## config.mk

```make
export PLATFORM = sky130hd
export DESIGN_NAME = sliding_mode_controller_step_top_flat
export DESIGN_NICKNAME = d
export VERILOG_FILES = /design/src/smc_pkg.sv /design/src/smc_in_if.sv /design/src/smc_out_if.sv /design/src/smc_mul.sv /design/src/sliding_mode_controller_step_top.sv /design/src/flat_wrapper.sv
export SDC_FILE = /design/constraint.sdc
export NUM_CORES = 2
export LEC_CHECK = 0
export BUFFER_PORTS_ARGS = -buffer_cell sky130_fd_sc_hd__buf_2
export CORE_ASPECT_RATIO = 1.25
export CORE_MARGIN = 10
export CORE_UTILIZATION = 34
export CTS_BUF_LIST = sky130_fd_sc_hd__clkbuf_8 sky130_fd_sc_hd__clkbuf_16
export DETAILED_ROUTE_END_ITERATION = 8
export MAX_ROUTING_LAYER = met4
export PLACE_DENSITY = 0.45
export SYNTH_ARGS = -nofsm -noshare
export SYNTH_HDL_FRONTEND = slang
export SYNTH_HIERARCHICAL = 1
export SYNTH_SLANG_ARGS = --single-unit
export TNS_END_PERCENT = 1
```

## constraint.sdc

```tcl
create_clock -name clk -period 19.1 [get_ports clk]
set_input_delay 2.865 -clock clk [delete_from_list [all_inputs] [get_ports clk]]
set_output_delay 2.865 -clock clk [all_outputs]
set_load 0.03 [all_outputs]
```

## src/smc_pkg.sv

```systemverilog
// ----------------------------------------------------------------------------
// Sliding-mode controller package
// Widths, register indexes, reset values and sequencer states that are
// shared by the controller, its channel interfaces and its multiplier.
// ----------------------------------------------------------------------------
package smc_pkg;

  // Data path widths.
  localparam int DATA_W  = 32;
  localparam int CFG_W   = 31;
  localparam int IDX_W   = 3;
  localparam int PROD_W  = 2 * DATA_W;
  localparam int SATM_W  = 17;

  // Q16.16 constants.
  localparam logic [DATA_W-1:0] ONE_Q16      = 32'h0001_0000;
  localparam logic [PROD_W-1:0] ROUND_HALF   = 64'h0000_0000_0000_8000;
  localparam logic [DATA_W-1:0] ERR_DEADZONE = 32'd655;
  localparam logic [DATA_W-1:0] RAMP_OFF     = 32'hFFFF_FFFF;

  // Reset values of the configuration registers.
  localparam logic [CFG_W-1:0]  RST_SWITCH_LEVEL   = 31'd65536;
  localparam logic [CFG_W-1:0]  RST_LAMBDA_OVER_DT = 31'd65536;
  localparam logic [CFG_W-1:0]  RST_K_STRONG       = 31'd65536;
  localparam logic [CFG_W-1:0]  RST_INV_PHI_STRONG = 31'd65536;
  localparam logic [CFG_W-1:0]  RST_K_SOFT         = 31'd32768;
  localparam logic [CFG_W-1:0]  RST_INV_PHI_SOFT   = 31'd32768;
  localparam logic [CFG_W-1:0]  RST_DRIVE_LIMIT    = 31'h7FFF_FFFF;
  localparam logic [DATA_W-1:0] RST_MAX_STEP       = 32'hFFFF_FFFF;

  // Configuration register indexes.
  typedef enum logic [IDX_W-1:0] {
    CFG_SWITCH_LEVEL   = 3'd0,
    CFG_LAMBDA_OVER_DT = 3'd1,
    CFG_K_STRONG       = 3'd2,
    CFG_INV_PHI_STRONG = 3'd3,
    CFG_K_SOFT         = 3'd4,
    CFG_INV_PHI_SOFT   = 3'd5,
    CFG_DRIVE_LIMIT    = 3'd6,
    CFG_MAX_STEP       = 3'd7
  } cfg_idx_t;

  // Sequencer states.
  typedef enum logic [3:0] {
    ST_IDLE,
    ST_ERR,
    ST_DIFF,
    ST_SURF,
    ST_SAT,
    ST_SATR,
    ST_GAIN,
    ST_DRIVE,
    ST_RAMP,
    ST_CLAMP
  } state_t;

endpackage

```

## src/smc_in_if.sv

```systemverilog
// ----------------------------------------------------------------------------
// Sliding-mode controller input channel
// Valid/ready channel that carries one sample: setpoint, measurement and
// feedforward, all signed Q16.16.
// ----------------------------------------------------------------------------
interface smc_in_if;

  logic                                valid;
  logic                                ready;
  logic signed [smc_pkg::DATA_W-1:0]   target;
  logic signed [smc_pkg::DATA_W-1:0]   measure;
  logic signed [smc_pkg::DATA_W-1:0]   feedforward;

  modport source (output valid, output target, output measure, output feedforward,
                  input ready);
  modport sink   (input valid, input target, input measure, input feedforward,
                  output ready);

endinterface

```

## src/smc_out_if.sv

```systemverilog
// ----------------------------------------------------------------------------
// Sliding-mode controller output channel
// Valid/ready channel that carries one drive result and its status flags.
// ----------------------------------------------------------------------------
interface smc_out_if;

  logic                                valid;
  logic                                ready;
  logic signed [smc_pkg::DATA_W-1:0]   drive;
  logic                                in_dead_band;
  logic                                ramp_limited;
  logic                                clamped;

  modport source (output valid, output drive, output in_dead_band, output ramp_limited,
                  output clamped, input ready);
  modport sink   (input valid, input drive, input in_dead_band, input ramp_limited,
                  input clamped, output ready);

endinterface

```

## src/smc_mul.sv

```systemverilog
// ----------------------------------------------------------------------------
// Shared multiplier
// Unsigned 32 x 32 multiplier with a registered 64-bit product. The
// controller sequencer steers its operands and reads the product in the
// step that follows.
// ----------------------------------------------------------------------------
module smc_mul (
  input  logic                          clk,
  input  logic [smc_pkg::DATA_W-1:0]    a,
  input  logic [smc_pkg::DATA_W-1:0]    b,
  output logic [smc_pkg::PROD_W-1:0]    p
);

  // Product register.
  always_ff @(posedge clk) begin
    p <= smc_pkg::PROD_W'(a) * smc_pkg::PROD_W'(b);
  end

endmodule

```

## src/sliding_mode_controller_step_top.sv

```systemverilog
// ----------------------------------------------------------------------------
// Sliding-mode controller step
// One control step per sample in Q16.16: error, sliding surface, boundary
// layer saturation, gain, feedforward, ramp limit and output clamp.
// ----------------------------------------------------------------------------
// A sample is accepted only while the sequencer is idle, and the next sample
// only once it has returned to idle; an error inside the dead band skips from
// the error step to the ramp step. The pace is set by the single shared
// 32 x 32 multiplier, which is used three times per sample (surface slope,
// boundary layer scaling and gain), each pass followed by a rounding step.
// The result sits in an output register, so a new sample is taken while the
// previous result still waits; the sequencer only holds in its last step if
// that register is still full. Configuration writes take effect at once and
// must be made while no sample is in flight.
module sliding_mode_controller_step_top (
  input  logic                          clk,
  input  logic                          rst,
  smc_in_if.sink                        in_ch,
  smc_out_if.source                     out_ch,
  input  logic                          cfg_we,
  input  logic [smc_pkg::IDX_W-1:0]     cfg_index,
  input  logic [smc_pkg::DATA_W-1:0]    cfg_data
);

  // Configuration registers.
  logic [smc_pkg::CFG_W-1:0]  switch_level;
  logic [smc_pkg::CFG_W-1:0]  lambda_over_dt;
  logic [smc_pkg::CFG_W-1:0]  k_strong;
  logic [smc_pkg::CFG_W-1:0]  inv_phi_strong;
  logic [smc_pkg::CFG_W-1:0]  k_soft;
  logic [smc_pkg::CFG_W-1:0]  inv_phi_soft;
  logic [smc_pkg::CFG_W-1:0]  drive_limit;
  logic [smc_pkg::DATA_W-1:0] max_step;

  // Sequencer and controller state.
  smc_pkg::state_t            state;
  smc_pkg::state_t            state_next;
  logic signed [31:0]         prev_err;
  logic signed [31:0]         prev_drive;

  // Sample registers and intermediate results.
  logic signed [31:0]         t_r;
  logic signed [31:0]         m_r;
  logic signed [31:0]         ff_r;
  logic signed [31:0]         err_r;
  logic                       dead_r;
  logic                       strong_r;
  logic                       de_neg_r;
  logic                       s_neg_r;
  logic                       s_zero_r;
  logic                       s_big_r;
  logic [31:0]                smag_lo_r;
  logic                       ip_zero_r;
  logic [smc_pkg::SATM_W-1:0] satm_r;
  logic signed [33:0]         drv_r;
  logic                       ramped_r;

  // Output register.
  logic                       out_valid;
  logic signed [31:0]         drive_q;
  logic                       dead_q;
  logic                       ramped_q;
  logic                       clamped_q;

  // Shared multiplier.
  logic [smc_pkg::DATA_W-1:0] mul_a;
  logic [smc_pkg::DATA_W-1:0] mul_b;
  logic [smc_pkg::PROD_W-1:0] mul_p;
  logic [smc_pkg::PROD_W-1:0] p_rnd;

  // Combinational data path.
  logic signed [32:0]         diff;
  logic signed [31:0]         err_sat;
  logic [31:0]                emag;
  logic signed [32:0]         de;
  logic [32:0]                de_mag;
  logic signed [48:0]         term_s;
  logic signed [48:0]         s_val;
  logic [48:0]                smag;
  logic [smc_pkg::CFG_W-1:0]  ip_sel;
  logic [smc_pkg::CFG_W-1:0]  k_sel;
  logic [47:0]                r_sat;
  logic [smc_pkg::SATM_W-1:0] satm;
  logic signed [33:0]         g_s;
  logic signed [33:0]         drv_sum;
  logic signed [34:0]         delta;
  logic [34:0]                dmag;
  logic signed [33:0]         step_s;
  logic signed [33:0]         lim_s;
  logic signed [31:0]         drv_final;
  logic                       clamp_hit;
  logic                       slot_free;
  logic                       in_accept;

  smc_mul u_mul (
    .clk (clk),
    .a   (mul_a),
    .b   (mul_b),
    .p   (mul_p)
  );

  assign in_accept = in_ch.valid && in_ch.ready;
  assign slot_free = !out_valid || out_ch.ready;
  assign p_rnd     = mul_p + smc_pkg::ROUND_HALF;

  // Configuration writes.
  always_ff @(posedge clk) begin
    if (rst) begin
      switch_level   <= smc_pkg::RST_SWITCH_LEVEL;
      lambda_over_dt <= smc_pkg::RST_LAMBDA_OVER_DT;
      k_strong       <= smc_pkg::RST_K_STRONG;
      inv_phi_strong <= smc_pkg::RST_INV_PHI_STRONG;
      k_soft         <= smc_pkg::RST_K_SOFT;
      inv_phi_soft   <= smc_pkg::RST_INV_PHI_SOFT;
      drive_limit    <= smc_pkg::RST_DRIVE_LIMIT;
      max_step       <= smc_pkg::RST_MAX_STEP;
    end else if (cfg_we) begin
      unique case (smc_pkg::cfg_idx_t'(cfg_index))
        smc_pkg::CFG_SWITCH_LEVEL:   switch_level   <= cfg_data[smc_pkg::CFG_W-1:0];
        smc_pkg::CFG_LAMBDA_OVER_DT: lambda_over_dt <= cfg_data[smc_pkg::CFG_W-1:0];
        smc_pkg::CFG_K_STRONG:       k_strong       <= cfg_data[smc_pkg::CFG_W-1:0];
        smc_pkg::CFG_INV_PHI_STRONG: inv_phi_strong <= cfg_data[smc_pkg::CFG_W-1:0];
        smc_pkg::CFG_K_SOFT:         k_soft         <= cfg_data[smc_pkg::CFG_W-1:0];
        smc_pkg::CFG_INV_PHI_SOFT:   inv_phi_soft   <= cfg_data[smc_pkg::CFG_W-1:0];
        smc_pkg::CFG_DRIVE_LIMIT:    drive_limit    <= cfg_data[smc_pkg::CFG_W-1:0];
        smc_pkg::CFG_MAX_STEP:       max_step       <= cfg_data;
        default: ;
      endcase
    end
  end

  // Error, saturated to 32 bits, and its magnitude.
  always_comb begin
    diff = {t_r[31], t_r} - {m_r[31], m_r};
    if (diff[32] != diff[31]) begin
      err_sat = diff[32] ? 32'sh8000_0000 : 32'sh7FFF_FFFF;
    end else begin
      err_sat = diff[31:0];
    end
    emag = err_sat[31] ? (~err_sat + 32'd1) : err_sat;
  end

  // Error difference and sliding surface.
  always_comb begin
    de     = {err_r[31], err_r} - {prev_err[31], prev_err};
    de_mag = de[32] ? (~de + 33'd1) : de;
    term_s = de_neg_r ? -$signed({1'b0, p_rnd[63:16]}) : $signed({1'b0, p_rnd[63:16]});
    s_val  = {{17{err_r[31]}}, err_r} + term_s;
    smag   = s_val[48] ? (~s_val + 49'd1) : s_val;
  end

  // Gain set selection and boundary layer saturation.
  always_comb begin
    ip_sel = strong_r ? inv_phi_strong : inv_phi_soft;
    k_sel  = strong_r ? k_strong : k_soft;
    r_sat  = p_rnd[63:16];
    if (ip_zero_r) begin
      satm = s_zero_r ? '0 : smc_pkg::ONE_Q16[smc_pkg::SATM_W-1:0];
    end else if (s_big_r || (r_sat > 48'(smc_pkg::ONE_Q16))) begin
      satm = smc_pkg::ONE_Q16[smc_pkg::SATM_W-1:0];
    end else begin
      satm = r_sat[smc_pkg::SATM_W-1:0];
    end
  end

  // Gain term plus feedforward, ramp limit and clamp.
  always_comb begin
    g_s     = s_neg_r ? -$signed({2'b00, p_rnd[47:16]}) : $signed({2'b00, p_rnd[47:16]});
    drv_sum = g_s + {{2{ff_r[31]}}, ff_r};
    delta   = {drv_r[33], drv_r} - {{3{prev_drive[31]}}, prev_drive};
    dmag    = delta[34] ? (~delta + 35'd1) : delta;
    step_s  = delta[34] ? -$signed({2'b00, max_step}) : $signed({2'b00, max_step});
    lim_s   = $signed({3'b000, drive_limit});
    clamp_hit = 1'b1;
    if (drv_r > lim_s) begin
      drv_final = lim_s[31:0];
    end else if (drv_r < -lim_s) begin
      drv_final = -lim_s[31:0];
    end else begin
      drv_final = drv_r[31:0];
      clamp_hit = 1'b0;
    end
  end

  // Sequencer state register.
  always_ff @(posedge clk) begin
    if (rst) begin
      state <= smc_pkg::ST_IDLE;
    end else begin
      state <= state_next;
    end
  end

  // Next state, multiplier operands and input handshake.
  always_comb begin
    state_next  = state;
    mul_a       = '0;
    mul_b       = '0;
    in_ch.ready = 1'b0;
    unique case (state)
      smc_pkg::ST_IDLE: begin
        in_ch.ready = 1'b1;
        if (in_ch.valid) state_next = smc_pkg::ST_ERR;
      end
      smc_pkg::ST_ERR: begin
        state_next = (emag <= smc_pkg::ERR_DEADZONE) ? smc_pkg::ST_RAMP : smc_pkg::ST_DIFF;
      end
      smc_pkg::ST_DIFF: begin
        mul_a      = {1'b0, lambda_over_dt};
        mul_b      = de_mag[31:0];
        state_next = smc_pkg::ST_SURF;
      end
      smc_pkg::ST_SURF: begin
        state_next = smc_pkg::ST_SAT;
      end
      smc_pkg::ST_SAT: begin
        mul_a      = {1'b0, ip_sel};
        mul_b      = smag_lo_r;
        state_next = smc_pkg::ST_SATR;
      end
      smc_pkg::ST_SATR: begin
        state_next = smc_pkg::ST_GAIN;
      end
      smc_pkg::ST_GAIN: begin
        mul_a      = {1'b0, k_sel};
        mul_b      = {{(smc_pkg::DATA_W-smc_pkg::SATM_W){1'b0}}, satm_r};
        state_next = smc_pkg::ST_DRIVE;
      end
      smc_pkg::ST_DRIVE: begin
        state_next = smc_pkg::ST_RAMP;
      end
      smc_pkg::ST_RAMP: begin
        state_next = smc_pkg::ST_CLAMP;
      end
      smc_pkg::ST_CLAMP: begin
        if (slot_free) state_next = smc_pkg::ST_IDLE;
      end
      default: state_next = smc_pkg::ST_IDLE;
    endcase
  end

  // Data path registers, loaded step by step.
  always_ff @(posedge clk) begin
    unique case (state)
      smc_pkg::ST_IDLE: begin
        if (in_accept) begin
          t_r  <= in_ch.target;
          m_r  <= in_ch.measure;
          ff_r <= in_ch.feedforward;
        end
      end
      smc_pkg::ST_ERR: begin
        err_r    <= err_sat;
        dead_r   <= (emag <= smc_pkg::ERR_DEADZONE);
        strong_r <= (emag > {1'b0, switch_level});
        drv_r    <= '0;
      end
      smc_pkg::ST_DIFF: begin
        de_neg_r <= de[32];
      end
      smc_pkg::ST_SURF: begin
        s_neg_r   <= s_val[48];
        s_zero_r  <= (s_val == '0);
        s_big_r   <= |smag[47:32];
        smag_lo_r <= smag[31:0];
      end
      smc_pkg::ST_SAT: begin
        ip_zero_r <= (ip_sel == '0);
      end
      smc_pkg::ST_SATR: begin
        satm_r <= satm;
      end
      smc_pkg::ST_GAIN: ;
      smc_pkg::ST_DRIVE: begin
        drv_r <= drv_sum;
      end
      smc_pkg::ST_RAMP: begin
        // The ramp is bypassed when the step register holds all ones.
        if ((max_step != smc_pkg::RAMP_OFF) && (dmag > {3'b000, max_step})) begin
          drv_r    <= {{2{prev_drive[31]}}, prev_drive} + step_s;
          ramped_r <= 1'b1;
        end else begin
          ramped_r <= 1'b0;
        end
      end
      smc_pkg::ST_CLAMP: ;
      default: ;
    endcase
  end

  // Controller state and result register.
  always_ff @(posedge clk) begin
    if (rst) begin
      prev_err   <= '0;
      prev_drive <= '0;
      out_valid  <= 1'b0;
    end else begin
      if ((state == smc_pkg::ST_CLAMP) && slot_free) begin
        prev_err   <= err_r;
        prev_drive <= drv_final;
        out_valid  <= 1'b1;
      end else if (out_ch.ready) begin
        out_valid  <= 1'b0;
      end
    end
  end

  // Result payload; it holds while the transaction waits.
  always_ff @(posedge clk) begin
    if ((state == smc_pkg::ST_CLAMP) && slot_free) begin
      drive_q   <= drv_final;
      dead_q    <= dead_r;
      ramped_q  <= ramped_r;
      clamped_q <= clamp_hit;
    end
  end

  assign out_ch.valid        = out_valid;
  assign out_ch.drive        = drive_q;
  assign out_ch.in_dead_band = dead_q;
  assign out_ch.ramp_limited = ramped_q;
  assign out_ch.clamped      = clamped_q;

endmodule

```

## src/flat_wrapper.sv

```systemverilog
// flat-port wrapper written by rule: the top's interface ports become plain ports
module sliding_mode_controller_step_top_flat 
  (clk, rst, cfg_we, cfg_index, cfg_data, in_ch_valid, in_ch_target, in_ch_measure, in_ch_feedforward, in_ch_ready, out_ch_valid, out_ch_drive, out_ch_in_dead_band, out_ch_ramp_limited, out_ch_clamped, out_ch_ready);
  smc_in_if in_ch_i ();
  smc_out_if out_ch_i ();
  input  logic clk;
  input  logic rst;
  input  logic cfg_we;
  input  logic [smc_pkg::IDX_W-1:0] cfg_index;
  input  logic [smc_pkg::DATA_W-1:0] cfg_data;
  input wire logic [$bits(in_ch_i.valid)-1:0] in_ch_valid;
  input wire logic [$bits(in_ch_i.target)-1:0] in_ch_target;
  input wire logic [$bits(in_ch_i.measure)-1:0] in_ch_measure;
  input wire logic [$bits(in_ch_i.feedforward)-1:0] in_ch_feedforward;
  output wire logic [$bits(in_ch_i.ready)-1:0] in_ch_ready;
  output wire logic [$bits(out_ch_i.valid)-1:0] out_ch_valid;
  output wire logic [$bits(out_ch_i.drive)-1:0] out_ch_drive;
  output wire logic [$bits(out_ch_i.in_dead_band)-1:0] out_ch_in_dead_band;
  output wire logic [$bits(out_ch_i.ramp_limited)-1:0] out_ch_ramp_limited;
  output wire logic [$bits(out_ch_i.clamped)-1:0] out_ch_clamped;
  input wire logic [$bits(out_ch_i.ready)-1:0] out_ch_ready;
  assign in_ch_i.valid = in_ch_valid;
  assign in_ch_i.target = in_ch_target;
  assign in_ch_i.measure = in_ch_measure;
  assign in_ch_i.feedforward = in_ch_feedforward;
  assign in_ch_ready = in_ch_i.ready;
  assign out_ch_valid = out_ch_i.valid;
  assign out_ch_drive = out_ch_i.drive;
  assign out_ch_in_dead_band = out_ch_i.in_dead_band;
  assign out_ch_ramp_limited = out_ch_i.ramp_limited;
  assign out_ch_clamped = out_ch_i.clamped;
  assign out_ch_i.ready = out_ch_ready;
  sliding_mode_controller_step_top u_core (.clk(clk), .rst(rst), .in_ch(in_ch_i), .out_ch(out_ch_i), .cfg_we(cfg_we), .cfg_index(cfg_index), .cfg_data(cfg_data));
endmodule
```

Yosys cells after proc, flatten, opt, wreduce, memory -nomap -nowiden

Cells that the tools add are included.
Widths: inputs -> output; s select.

Bits in registers: 636
Bits of input ports: 136
Output and inout bits: 37
Word-level logic and storage cells: 133

Add/subtract/negate cells: 16
Multiply operators: 1
Order comparisons: 6
Equality and inequality tests: 21
Muxes and demuxes: 29
Bitwise logic cells: 4
Reductions and logical operators: 24

Operators by type and width:

| operator               | count |
|---|---|
| $mux 32                | 6 |
| $mux 34                | 3 |
| $pmux 34 s3            | 1 |
| $pmux 32 s3            | 1 |
| $pmux 31 s3            | 1 |
| $add 34x34->34         | 2 |
| $neg 32->34            | 2 |
| $sub 32x32->33         | 2 |
| $add 32x1->32 const B  | 2 |
| $add 64x16->64 const B | 1 |
| $not 32->32            | 2 |
| $mul 31x32->63         | 1 |
| $mux 31                | 2 |
| $mux 17                | 3 |
| $add 49x49->49         | 1 |
| $logic_not 49->1       | 1 |
| $mux 49                | 1 |
| $neg 48->49            | 1 |
| $add 48x1->48 const B  | 1 |
| $gt 48x17->1 const B   | 1 |
| $mux 48                | 1 |
| $not 48->48            | 1 |
| $pmux 4 s10            | 1 |
| $add 35x1->35 const B  | 1 |
| other kinds (33)       | 62 |

Depth between registers and ports, before layout

Depth after elaboration: 9
Depth in mapped cells: 49

Modules after synthesis

The synthesis kept the hierarchy.

Modules (own cells, without submodules):

| module                           | instances | cells an instance | area each (um^2) |
|---|---|---|---|
| sliding_mode_controller_step_top | 1         | 5,636             | 45,401.0 |
| smc_mul                          | 1         | 3,753             | 34,545.6 |

Worst setup path after synthesis

Ideal clock, no wire load.

Path kind: register to register
Start: register u_core.err_r[1]
End: register u_core/u_mul/p[53] (netlist bit)
Library setup time: 0.116 ns
Arrival: 10.702 ns
Path slack: 8.282 ns
Cell stages (with the launch flop): 40
Cell sequence: edfxtp_1 ha_1 nor2b_1 o2111a_1 o311ai_1 a21oi_1 a221o_1 a221oi_1 o21ai_0 a31oi_1 xor2_1 or3b_1 or3_1 clkbuf_1 o41ai_1 xor2_1 o21ai_1 clkbuf_1 [... 4 more ...] fa_1 fa_1 fa_1 fa_1 fa_1 inv_1 fa_1 inv_1 ha_1 nand2_1 nor2_1 nand2_1 nor2_1 o211a_1 o21ai_1 a31oi_1 a31oi_1 o211a_1

Word-level cells in the longest chain between the ends: 6

RTL lines:

| element                   | line                                    | text |
|---|---|---|
| from (decl)               | sliding_mode_controller_step_top.sv:45  | `logic signed [31:0] err_r;` |
| from (signal assigned)    | sliding_mode_controller_step_top.sv:253 | `err_r <= err_sat;` |
| $sub 32x32->33 *          | sliding_mode_controller_step_top.sv:145 | `de = {err_r[31], err_r} - {prev_err[31], prev_err};` |
| $not 32->32               | sliding_mode_controller_step_top.sv:146 | `de_mag = de[32] ? (~de + 33'd1) : de;` |
| $add 32x1->32             | sliding_mode_controller_step_top.sv:146 |  |
| $mux 32 *                 | sliding_mode_controller_step_top.sv:146 |  |
| $pmux 32 s3 *             | sliding_mode_controller_step_top.sv:200 | `unique case (state)` |
| via u_core.mul_b, one bit | sliding_mode_controller_step_top.sv:67  | `logic [smc_pkg::DATA_W-1:0] mul_b;` |
| $mul 31x32->63 *          | smc_mul.sv:16                           | `p <= smc_pkg::PROD_W'(a) * smc_pkg::PROD_W'(b);` |
| to (signal assigned)      | smc_mul.sv:16                           |  |
| to (decl)                 | smc_mul.sv:11                           | `output logic [smc_pkg::PROD_W-1:0] p` |

Mark *: on every way through the listed nets, which the timed path passes. The rest lies on a longest branch.
A chain may end at the register's enable or synchronous reset.

==> flow_metrics.env <==
export IMPL_nets=10887
export IMPL_post_cts_repair_setup_buffers=0
export IMPL_grtUsageTotal=0.228
export IMPL_clk_insertion_delay_late_ns=0.72
export IMPL_skew_ns=0.0563
export IMPL_postCtsHoldBufs=0
export IMPL_h_tree_depth=3
export IMPL_worstPathMaxFanout=32
export IMPL_power_density_nw_per_um2=78.2
export IMPL_p_leak_nw=37.7
export IMPL_drt_iter0_drc=4199
export IMPL_cp_slowest_cell="o21ai_4"
export IMPL_setup_tns_ns=0
export IMPL_cp_common_cell="fa_1"
export IMPL_fp_coreArea_sq_um=233000
export IMPL_max_freq_mhz=77.8
export IMPL_worstSetupPathType="flop to flop"
export IMPL_slew_viol_final=0
export IMPL_area_delta_synth_final_pct=8.90
export IMPL_cts_resized=0
export IMPL_wl_microns=285000
export IMPL_crit_arrival_ns=13.41
export IMPL_drtAntennaViolNets=0
export IMPL_final_setup_viol_count=0
export IMPL_synth_area_per_cell_sq_um=8.50
export IMPL_cts_sinks=621
export IMPL_period_share=0.673
export IMPL_start_util=0.342
export IMPL_fillCellCount=23887
export IMPL_power_mw=6.77
export IMPL_dp_cells=12259
export IMPL_die_h_microns=561
export IMPL_ir_worst_vdd_uv=84.3
export IMPL_path_clk_slew_ns=0.07
export IMPL_grt_pass1_wl_microns=435000
export IMPL_placed_area_sq_um=83900
export IMPL_grt_start_max_net_pins=110
export IMPL_drive_gt1_frac=0.0651
export IMPL_grt_overflow=0
export IMPL_dr_pass1_iters=6
export IMPL_tightest_slew_ns=1.43
export IMPL_post_dp_hpwl_microns=225000
export IMPL_finalHoldViolations=0
export IMPL_clk_path_buf_depth=3
export IMPL_routedWlPerCell_microns=23.0
export IMPL_synth_warnings=6
export IMPL_worstPathRequired_ns=19.66
export IMPL_num_rows=198
export IMPL_status="complete, no violations"
export IMPL_final_core_util=0.372
export IMPL_die_area_sq_um=254000
export IMPL_regArea_sq_um=15000
export IMPL_root_buffer="clkbuf_16"
export IMPL_multi_input_area_sq_um=58900
export IMPL_routabilityCongestion=0.936
export IMPL_start_kind="flop"
export IMPL_vias=65848
export IMPL_hp_class="flop to flop"
export IMPL_grt_setup_unrepaired="false"
export IMPL_period_minus_slack_ns=12.85
export IMPL_maxCapViolCount=0
export IMPL_antenna_found_initial=13
export IMPL_drc=0
export IMPL_numCtsBuffers=74
export IMPL_viasPerCell=5.31
export IMPL_syn_inst=9353
export IMPL_fin_cells=12405
export IMPL_syn_area_sq_um=79500
export IMPL_ios=173
export IMPL_relSlewSlack=0.0388
export IMPL_first_global_vias=68965
export IMPL_cts_tree="done"
export IMPL_cp_slowest_stage_delay_ns=0.82
export IMPL_die_x_microns=453
export IMPL_critical_path_endpoint_type="flop"
export IMPL_design_area_sq_um=86600
export IMPL_port_buffers=172
[worst max-delay path: cells and delay by family (launching register included)]
family	cells	cell delay, ns
compound gates	19	5.66
fa+ha+maj	11	4.82
buf+inv	5	0.89
simple gates	3	0.50
flops	1	0.43
xor+xnor	2	0.34
[where the power goes]
group          internal, mW  switching, mW
clock network         0.848          0.664
registers              1.52         0.0817
logic                  1.27           2.38
[flip-flops by register name, summed over array words and instances, names as in the netlist, 32 cells and up]
| signal | flops |
|---|---|
| u_core/u_mul/p | 49 |
| u_core/drv_r | 34 |
| u_core/ff_r | 32 |
| u_core/t_r | 32 |
| u_core/out_ch.drive | 32 |
| u_core/m_r | 32 |
| u_core/prev_err | 32 |
| u_core/max_step | 32 |
| u_core/err_r | 32 |
| u_core/prev_drive | 32 |
| u_core/smag_lo_r | 32 |
[layout make-up]
class | instances | share of cell area
multi-input combinational | 7055 | 0.680
sequential | 621 | 0.173
inverter | 1191 | 0.0517
tap | 3100 | 0.0448
clock buffer | 82 | 0.0229
timing repair buffer | 292 | 0.0205
clock inverter | 55 | 0.00715
antenna | 9 | 0.000260
[metrics by stage]
step	hold WS (ns)	setup slack (ns)
6_report	0.426	6.25
3_5_place_dp	0.410	6.30
2_1_floorplan	0.400	8.28
5_1_grt	0.436	5.54
3_3_place_gp	0.411	6.37
4_1_cts	0.432	6.19
[metal layers]
metal / global-route usage / up-vias / part of all wire
met2: 0.404 / 1553 / 0.51
met4: 0.0720 / 0 / 0.034
met5: - / - / 0
met3: 0.0155 / 453 / 0.033
met1: 0.275 / 33020 / 0.42
li1: - / 30822 / -
[layout by cell type (no fill, tap or decap), types with 57 or more instances in the layout]
master / instances
ha_1: 614
nand4_1: 111
o21a_1: 57
nor2_1: 304
or3_1: 71
o21ai_0: 256
buf_2: 171
xor2_1: 182
dfxtp_1: 367
xnor2_1: 313
nor2b_1: 66
o211ai_1: 92
buf_4: 120
a21oi_1: 561
clkbuf_16: 76
edfxtp_1: 254
nand3_1: 145
a31oi_1: 75
nor3_1: 138
a21o_1: 146
mux2i_1: 100
fa_1: 902
nor4_1: 57
nand2_1: 1374
inv_1: 1197
and2_1: 639
nand2b_1: 77
[worst paths after layout]
| path | start | to | slack (ns) | depth (start not counted) |
|---|---|---|---|---|
| max | u_core/err_r[0]$_DFFE_PP_ | u_core/u_mul/p[63]$_DFF_P_ | 6.25 | 40 |
| min | u_core/ramped_r$_DFFE_PN_ | u_core/out_ch.ramp_limited$_DFFE_PP_ | 0.43 | 0 |
| max reg2reg | u_core/err_r[0]$_DFFE_PP_ | u_core/u_mul/p[63]$_DFF_P_ | 6.25 | 40 |
| min reg2reg | u_core/ramped_r$_DFFE_PN_ | u_core/out_ch.ramp_limited$_DFFE_PP_ | 0.43 | 0 |
No activity file was read; power rests on OpenSTA's default activity.
